`config.mk`:
```
export PLATFORM = sky130hd
export DESIGN_NAME = nbw_ctrl
export DESIGN_NICKNAME = d
export VERILOG_FILES = /design/src/sv/nbw_pkg.sv /design/src/sv/nbw_ctrl.sv
export VERILOG_INCLUDE_DIRS = /design/src /design/src/sv
export SDC_FILE = /design/constraint.sdc
export NUM_CORES = 1
export LEC_CHECK = 0
export ABC_AREA = 1
export BUFFER_PORTS_ARGS = -buffer_cell sky130_fd_sc_hd__buf_2
export CORE_MARGIN = 3
export CORE_UTILIZATION = 25
export CTS_CLUSTER_DIAMETER = 50
export DETAILED_ROUTE_END_ITERATION = 10
export SYNTH_ARGS = -nofsm -noshare
export SYNTH_HDL_FRONTEND = slang
export SYNTH_SLANG_ARGS = --single-unit
```
`constraint.sdc`:
```
create_clock -name clock -period 1.5 [get_ports clock]
set_clock_uncertainty 0.1 [all_clocks]
set_input_delay 0.3 -clock clock [delete_from_list [all_inputs] [get_ports clock]]
set_output_delay 0.3 -clock clock [all_outputs]
set_load 0.005 [all_outputs]
```
`src/sv/neighbor_edge_weights_defines.svh`:
```
// ----------------------------------------------------------------------------
// neighbor_edge_weights_defines
// assertion macros shared by the neighbor edge weight block
// ----------------------------------------------------------------------------
`ifndef NEIGHBOR_EDGE_WEIGHTS_DEFINES_SVH
`define NEIGHBOR_EDGE_WEIGHTS_DEFINES_SVH

// same-cycle implication, sampled on clock, off during reset
`define NBW_ASSERT_IMP(label, cond, prop) \
   label: assert property (@(posedge clock) disable iff (reset) (cond) |-> (prop)) \
      else $error("nbw assertion failed");

// next-cycle implication
`define NBW_ASSERT_NEXT(label, cond, prop) \
   label: assert property (@(posedge clock) disable iff (reset) (cond) |=> (prop)) \
      else $error("nbw assertion failed");

`endif

```
`src/sv/nbw_pkg.sv`:
```
// ----------------------------------------------------------------------------
// nbw_pkg
// types and constants of the neighbor edge weight block
// ----------------------------------------------------------------------------
`timescale 1ns / 1ps
package nbw_pkg;

   localparam logic [31:0] INV_E_Q32     = 32'd1580030169;
   localparam logic [31:0] INV_SQRT2_Q32 = 32'd3037000500;
   localparam logic [3:0]  SERIES_TERMS  = 4'd14;
   localparam logic [17:0] EXP_LIMIT     = 18'd12;
   localparam int          DIV_STEPS     = 9;

   typedef enum logic [1:0] {
      CSR_BETA  = 2'd0,
      CSR_GAMMA = 2'd1,
      CSR_WIDTH = 2'd2,
      CSR_NONE  = 2'd3
   } csr_index_type;

   typedef enum logic [3:0] {
      DP_IDLE,
      DP_ACCEPT,
      DP_UPDATE,
      DP_DIST,
      DP_SCALE,
      DP_TERM,
      DP_DIV,
      DP_ACC,
      DP_POW,
      DP_ROUND,
      DP_WEIGHT,
      DP_EMIT
   } dp_op_type;

   typedef struct packed {
      dp_op_type  op;
      logic [1:0] sel;
   } dp_cmd_type;

   typedef struct packed {
      logic [3:0] need;
      logic       t_big;
      logic       div_last;
      logic       k_last;
      logic       pow_zero;
      logic       out_busy;
   } dp_status_type;

endpackage

```
`src/sv/nbw_ctrl.sv`:
```
// ----------------------------------------------------------------------------
// nbw_ctrl
// sequencer: steps the shared exp unit over the four neighbors of a pixel
// ----------------------------------------------------------------------------
`timescale 1ns / 1ps
`include "neighbor_edge_weights_defines.svh"
module nbw_ctrl
   import nbw_pkg::*;
(
   input  logic          clock,
   input  logic          reset,
   input  logic          req_valid,
   output logic          req_ready,
   input  dp_status_type status,
   output dp_cmd_type    cmd
);

   typedef enum logic [3:0] {
      S_IDLE, S_UPDATE, S_PICK, S_DIST, S_SCALE, S_TERM, S_DIV,
      S_ACC, S_POW, S_ROUND, S_WEIGHT, S_DONE
   } state_type;

   state_type  state_ff, state_in;
   logic [1:0] idx_ff, idx_in;

   always_comb begin
      state_in = state_ff;
      idx_in   = idx_ff;
      cmd.op   = DP_IDLE;
      cmd.sel  = idx_ff;
      case (state_ff)
         S_IDLE: begin
            if (req_valid) begin
               cmd.op   = DP_ACCEPT;
               state_in = S_UPDATE;
            end
         end
         S_UPDATE: begin
            cmd.op   = DP_UPDATE;
            idx_in   = 2'd0;
            state_in = S_PICK;
         end
         S_PICK: begin
            if (status.need[idx_ff]) begin
               state_in = S_DIST;
            end else if (idx_ff == 2'd3) begin
               state_in = S_DONE;
            end else begin
               idx_in = idx_ff + 2'd1;
            end
         end
         S_DIST: begin
            cmd.op   = DP_DIST;
            state_in = S_SCALE;
         end
         S_SCALE: begin
            cmd.op   = DP_SCALE;
            state_in = S_TERM;
         end
         S_TERM: begin
            // saturated exponent skips the series
            if (status.t_big) begin
               state_in = S_ROUND;
            end else begin
               cmd.op   = DP_TERM;
               state_in = S_DIV;
            end
         end
         S_DIV: begin
            cmd.op = DP_DIV;
            if (status.div_last) begin
               state_in = S_ACC;
            end
         end
         S_ACC: begin
            cmd.op   = DP_ACC;
            state_in = status.k_last ? S_POW : S_TERM;
         end
         S_POW: begin
            if (status.pow_zero) begin
               state_in = S_ROUND;
            end else begin
               cmd.op = DP_POW;
            end
         end
         S_ROUND: begin
            cmd.op   = DP_ROUND;
            state_in = S_WEIGHT;
         end
         S_WEIGHT: begin
            cmd.op = DP_WEIGHT;
            if (idx_ff == 2'd3) begin
               state_in = S_DONE;
            end else begin
               idx_in   = idx_ff + 2'd1;
               state_in = S_PICK;
            end
         end
         S_DONE: begin
            if (!status.out_busy) begin
               cmd.op   = DP_EMIT;
               state_in = S_IDLE;
            end
         end
         default: state_in = S_IDLE;
      endcase
   end

   always_ff @(posedge clock) begin
      if (reset) begin
         state_ff <= S_IDLE;
         idx_ff   <= 2'd0;
      end else begin
         state_ff <= state_in;
         idx_ff   <= idx_in;
      end
   end

   assign req_ready = state_ff == S_IDLE;

   `NBW_ASSERT_NEXT(a_accept_update, req_valid && req_ready, state_ff == S_UPDATE)
   `NBW_ASSERT_IMP(a_weight_after_round, state_ff == S_WEIGHT, $past(state_ff) == S_ROUND)
   `NBW_ASSERT_IMP(a_emit_free, cmd.op == DP_EMIT, !status.out_busy)

endmodule

```
==> flow_summary_export.csv, run 1 <==
group,metric,value,unit
floorplanning,core_region_area,2080,um^2
floorplanning,rows,16,
clock_tree,clk_latency,0.25,ns
final_layout,ff_latch_area,135,um^2
final_layout,postLayoutCoreUtil,0.447,
routing,wl_per_cell,11.6,um
critical_path,end_kind,"output pin",
power,p_leak,0.481,nW
final_layout,antenna_cells,0,
critical_path,critPathSlowestCell,"dfxtp_4",
critical_path,path_class,"register to output pin",
clock_tree,htree_levels,1,
placed_design,detailed_place_hpwl,1440,um
placed_design,place_congestion,0.889,
timing,fin_crit_sh,1.14,
grt,overflow,0,
critical_path,cp_top_family,"flip-flops",
outcome,violations,"negative setup slack",
routing,drc,0,
floorplanning,dieArea,2960,um^2
outcome,status,"complete, but fails checks",
placed_design,pre_cts_slack,-0.0223,ns
power,ir_worst_vdd,0.000769,V
routing,drtAntennaViolNets,0,
final_layout,area_delta_synth_final,58.8,%
job,drv_cap,0,
final_layout,multi_input_area,480,um^2
worst_hold_path,min_path_type,"primary input to register",
grt,grt_pass1_wl,3080,um
grt,antenna_found_initial,0,
yosys,synth_seq_area_share,0.205,
placed_design,place_area,777,um^2
timing,drv_slew,0,
yosys,ys_types,17,
final_layout,nets,159,
timing,max_freq,587,MHz
floorplanning,fp.dieH,54.4,um
critical_path,cp-start-kind,"register",
critical_path,worstPathRequired,1.10,ns
final_layout,drive_above_1_share,0.444,
timing,hold_violations,0,
yosys,syn_inst,111,
grt,grtUsageTotal,0.141,
routing,first_iter_violations,19,
routing,vias_per_cell,4.78,
placed_design,port_buffers,18,
clock_tree,cts_sinks,6,
timing,slew_headroom,0.875,
power,p_per_area,1770,nW/um^2
clock_tree,ctsHoldBuffers,0,
clock_tree,clk_path_buf_depth,2,
floorplanning,die_x,54.4,um
critical_path,critical_path.cell_chain,"inv_2, nor2_4, nand3_1, o211ai_1, buf_2",
timing,fin_ws,-0.204,ns
timing,tightest_slew,0.186,ns
critical_path,max_stage_delay,0.39,ns
grt,grt_max_degree,7,
clock_tree,cts_tree,"done",
routing,dr_total_vias,817,
yosys,postSynthAreaPerCell,5.28,um^2
clock_tree,numCtsBuffers,3,
critical_path,worst-path-max-fanout,5,
grt,grt_pass1_vias,764,
critical_path,crit_buf_inv,2,
timing,finalSetupViolations,5,
clock_tree,clkTransAtPathRegs,0.05,ns
yosys,ys_ff_latch,6,
yosys,synth_area,586,um^2
yosys,ys_warn_count,0,
timing,rsz0062_at_grt,"true",
routing,finalWirelength,1990,um
timing,fin_crit,1.70,ns
routing,first_pass_iters,4,
timing,fin_tns_setup,-0.618,ns
floorplanning,io_pins,19,
power,power.total,1.64,mW
clock_tree,cts-root-buf,"clkbuf_4",
final_layout,fillers,237,
yosys,synthesis.nets,124,
final_layout,finish.instance_area,930,um^2
critical_path,worstPathArrival,1.30,ns
floorplanning,initial_core_util,0.281,
[routing by layer]
| layer | vias up | wire length [um] | GRT usage |
|---|---|---|---|
| met5 | - | 0 | 0 |
| met4 | 0 | 35 | 0.0622 |
| met3 | 9 | 140 | 0.0381 |
| met2 | 34 | 987 | 0.253 |
| met1 | 356 | 826 | 0.153 |
| li1 | 418 | - | - |
[worst paths after layout]
path | startpoint | endpoint | slack (ns) | cells past startpoint
min | reset | state_ff[2]$_SDFFE_PP0P_ | 0.13 | 2
min reg2reg | idx_ff[1]$_SDFFE_PP0P_ | idx_ff[1]$_SDFFE_PP0P_ | 0.46 | 2
max | state_ff[3]$_SDFFE_PP0P_ | cmd[5] | -0.20 | 5
max reg2reg | state_ff[3]$_SDFFE_PP0P_ | state_ff[0]$_SDFFE_PP0P_ | 0.05 | 9
[synth_stat cells]
library cell,count,area share
a21oi_1,5,0.043
dfxtp_1,6,0.21
ha_1,1,0.021
inv_1,11,0.071
inv_2,5,0.032
nand2_1,39,0.25
nand3_1,11,0.094
nand3b_1,1,0.013
nand4_1,1,0.011
nor2_1,16,0.10
nor2_2,6,0.064
nor3_1,3,0.026
o2111ai_1,1,0.015
o211ai_1,1,0.013
o21ai_0,2,0.017
o21ai_1,1,0.0085
o221ai_1,1,0.015
[metrics by stage]
stage               cells  hold WS [ns]
detailed placement    165         0.390
CTS                   171         0.118
global placement      165         0.398
finish                171         0.127
floorplan             111         0.269
global route          171         0.124
[layout by cell type, fill, tap and decap left out, types with 5 or more instances in the layout]
cell / instances
nand2_1: 32
buf_2: 17
nor2_1: 12
inv_1: 10
nand3_1: 10
buf_4: 9
nand2_2: 7
inv_2: 6
nor2_2: 6
a21oi_1: 5
[registers in the layout, indices dropped and copies added, names as in the netlist]
name      cells
state_ff      4
idx_ff        2
[area by class of cell]
cell class              instances  share of cell area
clock buffers                   3              0.0242
well taps                      27              0.0363
repair buffers                 30               0.213
multi-input cells              89               0.517
flip-flops and latches          6               0.145
inverters                      16              0.0646
[power breakdown]
| group | internal (mW) | leakage [nW] | switching, mW |
|---|---|---|---|
| Clock | 0.0910 | 0.0138 | 0.0657 |
| Sequential | 0.235 | 0.0521 | 0.111 |
| Combinational | 0.535 | 0.415 | 0.608 |
| Total | 0.861 | 0.481 | 0.784 |
[worst register-to-register path, cell delays in order (launching register included)]
cell and delay, ns:
dfxtp_4 0.37, nor2_4 0.12, inv_2 0.06, buf_4 0.14
nor2_2 0.14, nand3_1 0.13, nand2_2 0.13, nand2_1 0.06
nand2_1 0.05, nor2_1 0.03
[repair_timing]
action	4_1_cts	5_1_grt
resized for setup	19	14
pin swaps	9	4
endpoints found under the setup margin	5	9
buffers inserted	3	0
[cell families (layout without fill, tap and decap cells)]
group | after synthesis | in the layout | synth area share
DFF | 6 | 6 | 0.205
AOI/OAI and AO/OA | 11 | 11 | 0.111
adders and majority gates | 1 | 1 | 0.0214
and+or+nand+nor | 77 | 77 | 0.560
buffers and inverters | 16 | 49 | 0.103
Power figures use the tool's default switching activity.
==> run 2: changes to the inputs <==
--- a/config.mk
+++ b/config.mk
@@ -8,6 +8,7 @@
 export LEC_CHECK = 0
 export ABC_AREA = 1
 export BUFFER_PORTS_ARGS = -buffer_cell sky130_fd_sc_hd__buf_2
+export CAP_MARGIN = 20
 export CORE_MARGIN = 3
 export CORE_UTILIZATION = 25
 export CTS_CLUSTER_DIAMETER = 50
==> constraint.sdc (replaced) <==
create_clock -name clock -period 1.7 [get_ports clock]
set_clock_uncertainty 0.1 [all_clocks]
set_input_delay 0.34 -clock clock [delete_from_list [all_inputs] [get_ports clock]]
set_output_delay 0.34 -clock clock [all_outputs]
set_load 0.005 [all_outputs]
==> run 2 against run 1 <==
  * Non-clock buffer count is the same
  * Largest cell class unchanged
  * Count of clock-buffer cells in the layout did not move
  * Sequential share of layout area is the same
  * Power shrank 12%
  * Cell area stayed put
  * Die area is the same
  * Critical endpoint is now cmd[2]
  * Routed wire length increased by 14%
  * Sequential power shrank 16%
  * The flow still finishes with violations (negative setup slack)
  * Critical path type unchanged
  * Worst setup slack improved by 0.16 ns
  * Sequential cell count is the same
  * Cell count is the same
  * Clock power is 15% lower
==> flow_summary_export.csv, run 2 (same netlist as run 1, synthesis figures left out) <==
group,metric,value,unit
outcome,status,"complete, but fails checks",
outcome,violations,"negative setup slack",
timing,tightest_slew,0.298,ns
critical_path,path_class,"register to output pin",
worst_hold_path,hold_end,"state_ff[2]$_SDFFE_PP0P_",
job,drv_cap,0,
timing,max_freq,573,MHz
final_layout,nets,159,
final_layout,regMostFlops,"state_ff",
critical_path,worst-path-max-fanout,4,
floorplanning,initial_core_util,0.281,
timing,rsz0062_at_grt,"true",
clock_tree,cts_tree,"done",
timing,fin_ws,-0.0448,ns
routing,dr_total_vias,842,
clock_tree,ctsHoldBuffers,0,
critical_path,r2r_setup_slack,0.27,ns
grt,grt_pass1_vias,768,
routing,drtAntennaViolNets,0,
grt,overflow,0,
clock_tree,cts_sinks,6,
floorplanning,rows,16,
floorplanning,core_region_area,2080,um^2
critical_path,end_kind,"output pin",
power,p_leak,0.495,nW
routing,vias_per_cell,4.92,
timing,hold_violations,0,
timing,drv_slew,0,
worst_hold_path,holdPathStages,2,
timing,fin_crit,1.74,ns
final_layout,largest_reg_flops,4,
critical_path,cp-start-kind,"register",
power,pwr-share-clk,0.092,
timing,timing.hold.ws,0.172,ns
power,power.switching,0.721,mW
power,power.total,1.45,mW
final_layout,antenna_cells,0,
floorplanning,fp.dieH,54.4,um
clock_tree,clkTransAtPathRegs,0.04,ns
placed_design,detailed_place_hpwl,1440,um
floorplanning,dieArea,2960,um^2
power,p_per_area,1560,nW/um^2
routing,finalWirelength,2260,um
placed_design,pre_cts_slack,-0.0753,ns
floorplanning,die_x,54.4,um
floorplanning,io_pins,19,
power,pwr-share-comb,0.708,
critical_path,r2r-end,"state_ff[0]$_SDFFE_PP0P_",
critical_path,worstPathArrival,1.30,ns
final_layout,area_delta_synth_final,58.8,%
critical_path,critPathSlowestCell,"dfxtp_4",
final_layout,largestRegisters,"state_ff x4, idx_ff x2",
final_layout,mostFrequentLayoutCells,"nand2_1 (33), buf_2 (18), nor2_1 (13)",
worst_hold_path,min_path_type,"primary input to register",
grt,grt_pass1_wl,3190,um
timing,finalSetupViolations,1,
timing,slew_headroom,0.801,
grt,grtUsageTotal,0.153,
timing,fin_crit_sh,1.03,
final_layout,drive_above_1_share,0.438,
clock_tree,clk_path_buf_depth,2,
clock_tree,numCtsBuffers,3,
power,ir_worst_vdd,0.000657,V
routing,first_iter_violations,17,
grt,grt_max_degree,7,
clock_tree,clk_latency,0.25,ns
clock_tree,htree_levels,1,
worst_hold_path,min_from,"reset",
routing,drc,0,
power,p_sw_frac,0.497,
power,p_int,0.729,mW
placed_design,port_buffers,18,
final_layout,layout_commonest_cell,"nand2_1",
routing,wl_per_cell,13.2,um
critical_path,worstPathRequired,1.26,ns
power,seq_power_share,0.200,
critical_path,regToRegStartpoint,"state_ff[1]$_SDFFE_PP0P_",
critical_path,max_stage_delay,0.36,ns
critical_path,r2r_cells,10,
grt,antenna_found_initial,0,
routing,first_pass_iters,4,
critical_path,critical_path.cell_chain,"buf_6, inv_8, nor2_4, a21oi_1, o2111ai_2, buf_2",
placed_design,place_congestion,0.919,
clock_tree,cts-root-buf,"clkbuf_4",
## run 2: repair_timing
action	in CTS	in global routing
endpoints found under the setup margin	4	4
cloned	0	0
pin swaps	4	5
buffers inserted	7	3
gates resized for setup	12	21
## run 2: final cells by class
class / instances / area, um^2
inverter: 16 / 67.6
fill: 236 / 1150
tap: 27 / 33.8
sequential: 6 / 135
multi-input combinational: 89 / 483
clock buffer: 3 / 22.5
timing repair buffer: 30 / 188
## run 2: per-stage QoR
stage | instances | setup TNS [ns] | util | instance area (um^2)
2_1_floorplan | 111 | 0 | - | 586
3_3_place_gp | 158 | -0.117 | 0.348 | 724
3_5_place_dp | 158 | -0.0753 | 0.348 | 724
4_1_cts | 168 | -0.0847 | 0.398 | 830
5_1_grt | 171 | -0.238 | 0.447 | 930
6_report | 171 | -0.0448 | 0.447 | 930
## run 2: routing by layer
layer	track usage	wire, um
met1	0.145	828
met2	0.259	1090
met3	0.0436	196
met4	0.149	148
met5	0	0
## run 2: worst max-delay path by stage
stage | from | endpoint | slack, ns | cells past startpoint
2_1_floorplan | state_ff[2]$_SDFFE_PP0P_ | cmd[2] | 0.25 | 5
3_3_place_gp | state_ff[2]$_SDFFE_PP0P_ | cmd[2] | -0.12 | 6
3_5_place_dp | state_ff[2]$_SDFFE_PP0P_ | cmd[2] | -0.08 | 6
4_1_cts | state_ff[3]$_SDFFE_PP0P_ | cmd[2] | -0.06 | 6
5_1_grt | state_ff[3]$_SDFFE_PP0P_ | cmd[5] | -0.1 | 6
6_report | state_ff[3]$_SDFFE_PP0P_ | cmd[2] | -0.04 | 6
## run 2: power groups by stage
stage                     logic, mW  registers (mW)  clock network [mW]
after floorplan               0.499           0.253                   0
after global placement        0.719           0.261                   0
after detailed placement      0.715           0.264                   0
after CTS                     0.840           0.272               0.145
after global routing           1.11           0.299               0.153
final                          1.03           0.290               0.133
## run 2: worst max-delay path: cells and delay by family (launching register included)
kind | cells | cell delay (ns)
DFF | 1 | 0.36
buffers and inverters | 3 | 0.34
AOI/OAI and AO/OA | 2 | 0.32
and+or+nand+nor | 1 | 0.05
==> run 3: changes to the inputs <==
--- a/config.mk
+++ b/config.mk
@@ -13,6 +13,7 @@
 export CORE_UTILIZATION = 25
 export CTS_CLUSTER_DIAMETER = 50
 export DETAILED_ROUTE_END_ITERATION = 10
+export PLACE_DENSITY_LB_ADDON = 0.08
 export SYNTH_ARGS = -nofsm -noshare
 export SYNTH_HDL_FRONTEND = slang
 export SYNTH_SLANG_ARGS = --single-unit
==> run 3 against run 2 <==
  * The flow still finishes with violations (negative setup slack)
  * Worst setup slack better by 0.041 ns
  * First-iteration DRC count is 12% higher
  * Die area did not move
  * Worst hold slack got worse by 0.016 ns
  * Cell count down 1.8%
  * Routed wire length is 20% lower
  * Count of clock-buffer cells in the layout unchanged
  * Sequential share of layout area rose by 0.85 points
  * Clock power is 3% lower
  * Sequential power grew 6.9%
  * Critical endpoint unchanged
  * Largest power group unchanged
  * Highest routed layer unchanged
==> flow_summary_export.csv, run 3 (same netlist as run 1, synthesis figures left out) <==
group,metric,value,unit
outcome,status,"complete, but fails checks",
outcome,violations,"negative setup slack",
final_layout,postLayoutCoreUtil,0.422,
final_layout,regMostFlops,"state_ff",
critical_path,regToRegStartpoint,"state_ff[2]$_SDFFE_PP0P_",
critical_path,path_class,"register to output pin",
timing,max_freq,587,MHz
grt,grt_util_met1,0.156,
critical_path,max_stage_delay,0.38,ns
floorplanning,core_region_area,2080,um^2
critical_path,crit_buf_inv,2,
routing,first_pass_iters,4,
critical_path,worstPathArrival,1.26,ns
clock_tree,clk_path_buf_depth,2,
power,p_per_area,1510,nW/um^2
timing,tightest_slew,0.214,ns
final_layout,layout_commonest_cell,"nand2_1",
timing,fin_ws,-0.00348,ns
routing,vias_per_cell,4.70,
floorplanning,die_x,54.4,um
routing,finalWirelength,1820,um
placed_design,detailed_place_hpwl,1390,um
critical_path,worstPathRequired,1.26,ns
job,drv_cap,0,
power,power.total,1.33,mW
placed_design,pre_cts_slack,0.0218,ns
timing,drv_slew,0,
final_layout,drive_above_1_share,0.383,
critical_path,critical_path.cell_chain,"nor2_4, inv_4, nor3_4, nand2_1, o2111ai_2, buf_2",
floorplanning,io_pins,19,
grt,grt_pass1_vias,677,
grt,grt_max_degree,7,
power,ir_worst_vdd,0.000622,V
grt,antenna_found_initial,0,
clock_tree,clk_latency,0.24,ns
final_layout,area_delta_synth_final,50.0,%
clock_tree,ctsHoldBuffers,0,
critical_path,end_kind,"output pin",
worst_hold_path,min_path_type,"primary input to register",
grt,grtUsageMet3,0.0163,
floorplanning,initial_core_util,0.281,
grt,met2_usage,0.209,
timing,hold_violations,0,
clock_tree,cts-root-buf,"clkbuf_4",
critical_path,critPathSlowestCell,"dfxtp_4",
timing,slew_headroom,0.857,
clock_tree,cts_sinks,6,
worst_hold_path,min_from,"reset",
timing,finalSetupViolations,1,
critical_path,path_depth,6,
timing,fin_crit,1.70,ns
floorplanning,dieArea,2960,um^2
clock_tree,cts_tree,"done",
critical_path,cp-start-kind,"register",
critical_path,r2r_setup_slack,0.17,ns
placed_design,port_buffers,18,
grt,grt_pass1_wl,2720,um
routing,drc,0,
timing,fin_crit_sh,1.00,
final_layout,largestRegisters,"state_ff x4, idx_ff x2",
routing,drtAntennaViolNets,0,
critical_path,worst-path-max-fanout,6,
power,p_leak,0.470,nW
critical_path,worst_setup_path_startpoint,"state_ff[2]$_SDFFE_PP0P_",
final_layout,mostFrequentLayoutCells,"nand2_1 (37), buf_2 (18), nor2_1 (13), nand3_1 (11), inv_1 (10)",
final_layout,antenna_cells,0,
grt,grtUsageTotal,0.126,
clock_tree,clkTransAtPathRegs,0.04,ns
placed_design,place_congestion,0.855,
critical_path,r2r_cells,9,
clock_tree,numCtsBuffers,3,
final_layout,largest_reg_flops,4,
routing,dr_total_vias,789,
clock_tree,htree_levels,1,
floorplanning,fp.dieH,54.4,um
critical_path,cp_top_family,"flip-flops",
worst_hold_path,holdPathStages,2,
floorplanning,rows,16,
grt,overflow,0,
final_layout,nets,156,
timing,rsz0062_at_grt,"true",
grt,top_usage_layer,"met2",
routing,wl_per_cell,10.8,um
routing,first_iter_violations,19,
-- run 3: worst paths after layout --
kind / to
min: state_ff[2]$_SDFFE_PP0P_
min reg2reg: idx_ff[1]$_SDFFE_PP0P_
max reg2reg: state_ff[3]$_SDFFE_PP0P_
max: cmd[2]
-- run 3: per-layer routing --
| metal | share of wire | routed length (um) |
|---|---|---|
| met4 | 0.014 | 25 |
| met5 | 0 | 0 |
| met2 | 0.51 | 923 |
| met3 | 0.060 | 109 |
| met1 | 0.42 | 761 |
-- run 3: final cells by class --
type	instances	area (um^2)
multi-input combinational	89	462
sequential	6	135
inverter	16	67.6
fill	236	1200
timing repair buffer	27	158
tap	27	33.8
clock buffer	3	22.5
-- run 3: where the power goes --
part	total, mW	internal, mW	switching [mW]
combinational	0.892	0.400	0.492
sequential	0.310	0.208	0.102
clock	0.129	0.0797	0.0488
-- run 3: what timing repair did --
action	in CTS	in global routing
resized for setup	11	14
pin swaps	2	6
endpoints found under the setup margin	4	4
setup buffers	2	5
-- run 3: stage by stage --
| stage | hold WS, ns | instance area, um^2 | TNS [ns] | std cells |
|---|---|---|---|---|
| finish | 0.155 | 878 | -0.00348 | 168 |
| global route | 0.161 | 878 | -0.182 | 168 |
| CTS | 0.156 | 790 | -0.0455 | 163 |
| detailed placement | 0.420 | 724 | 0 | 158 |
| global placement | 0.419 | 724 | 0 | 158 |
| floorplan | 0.309 | 586 | 0 | 111 |
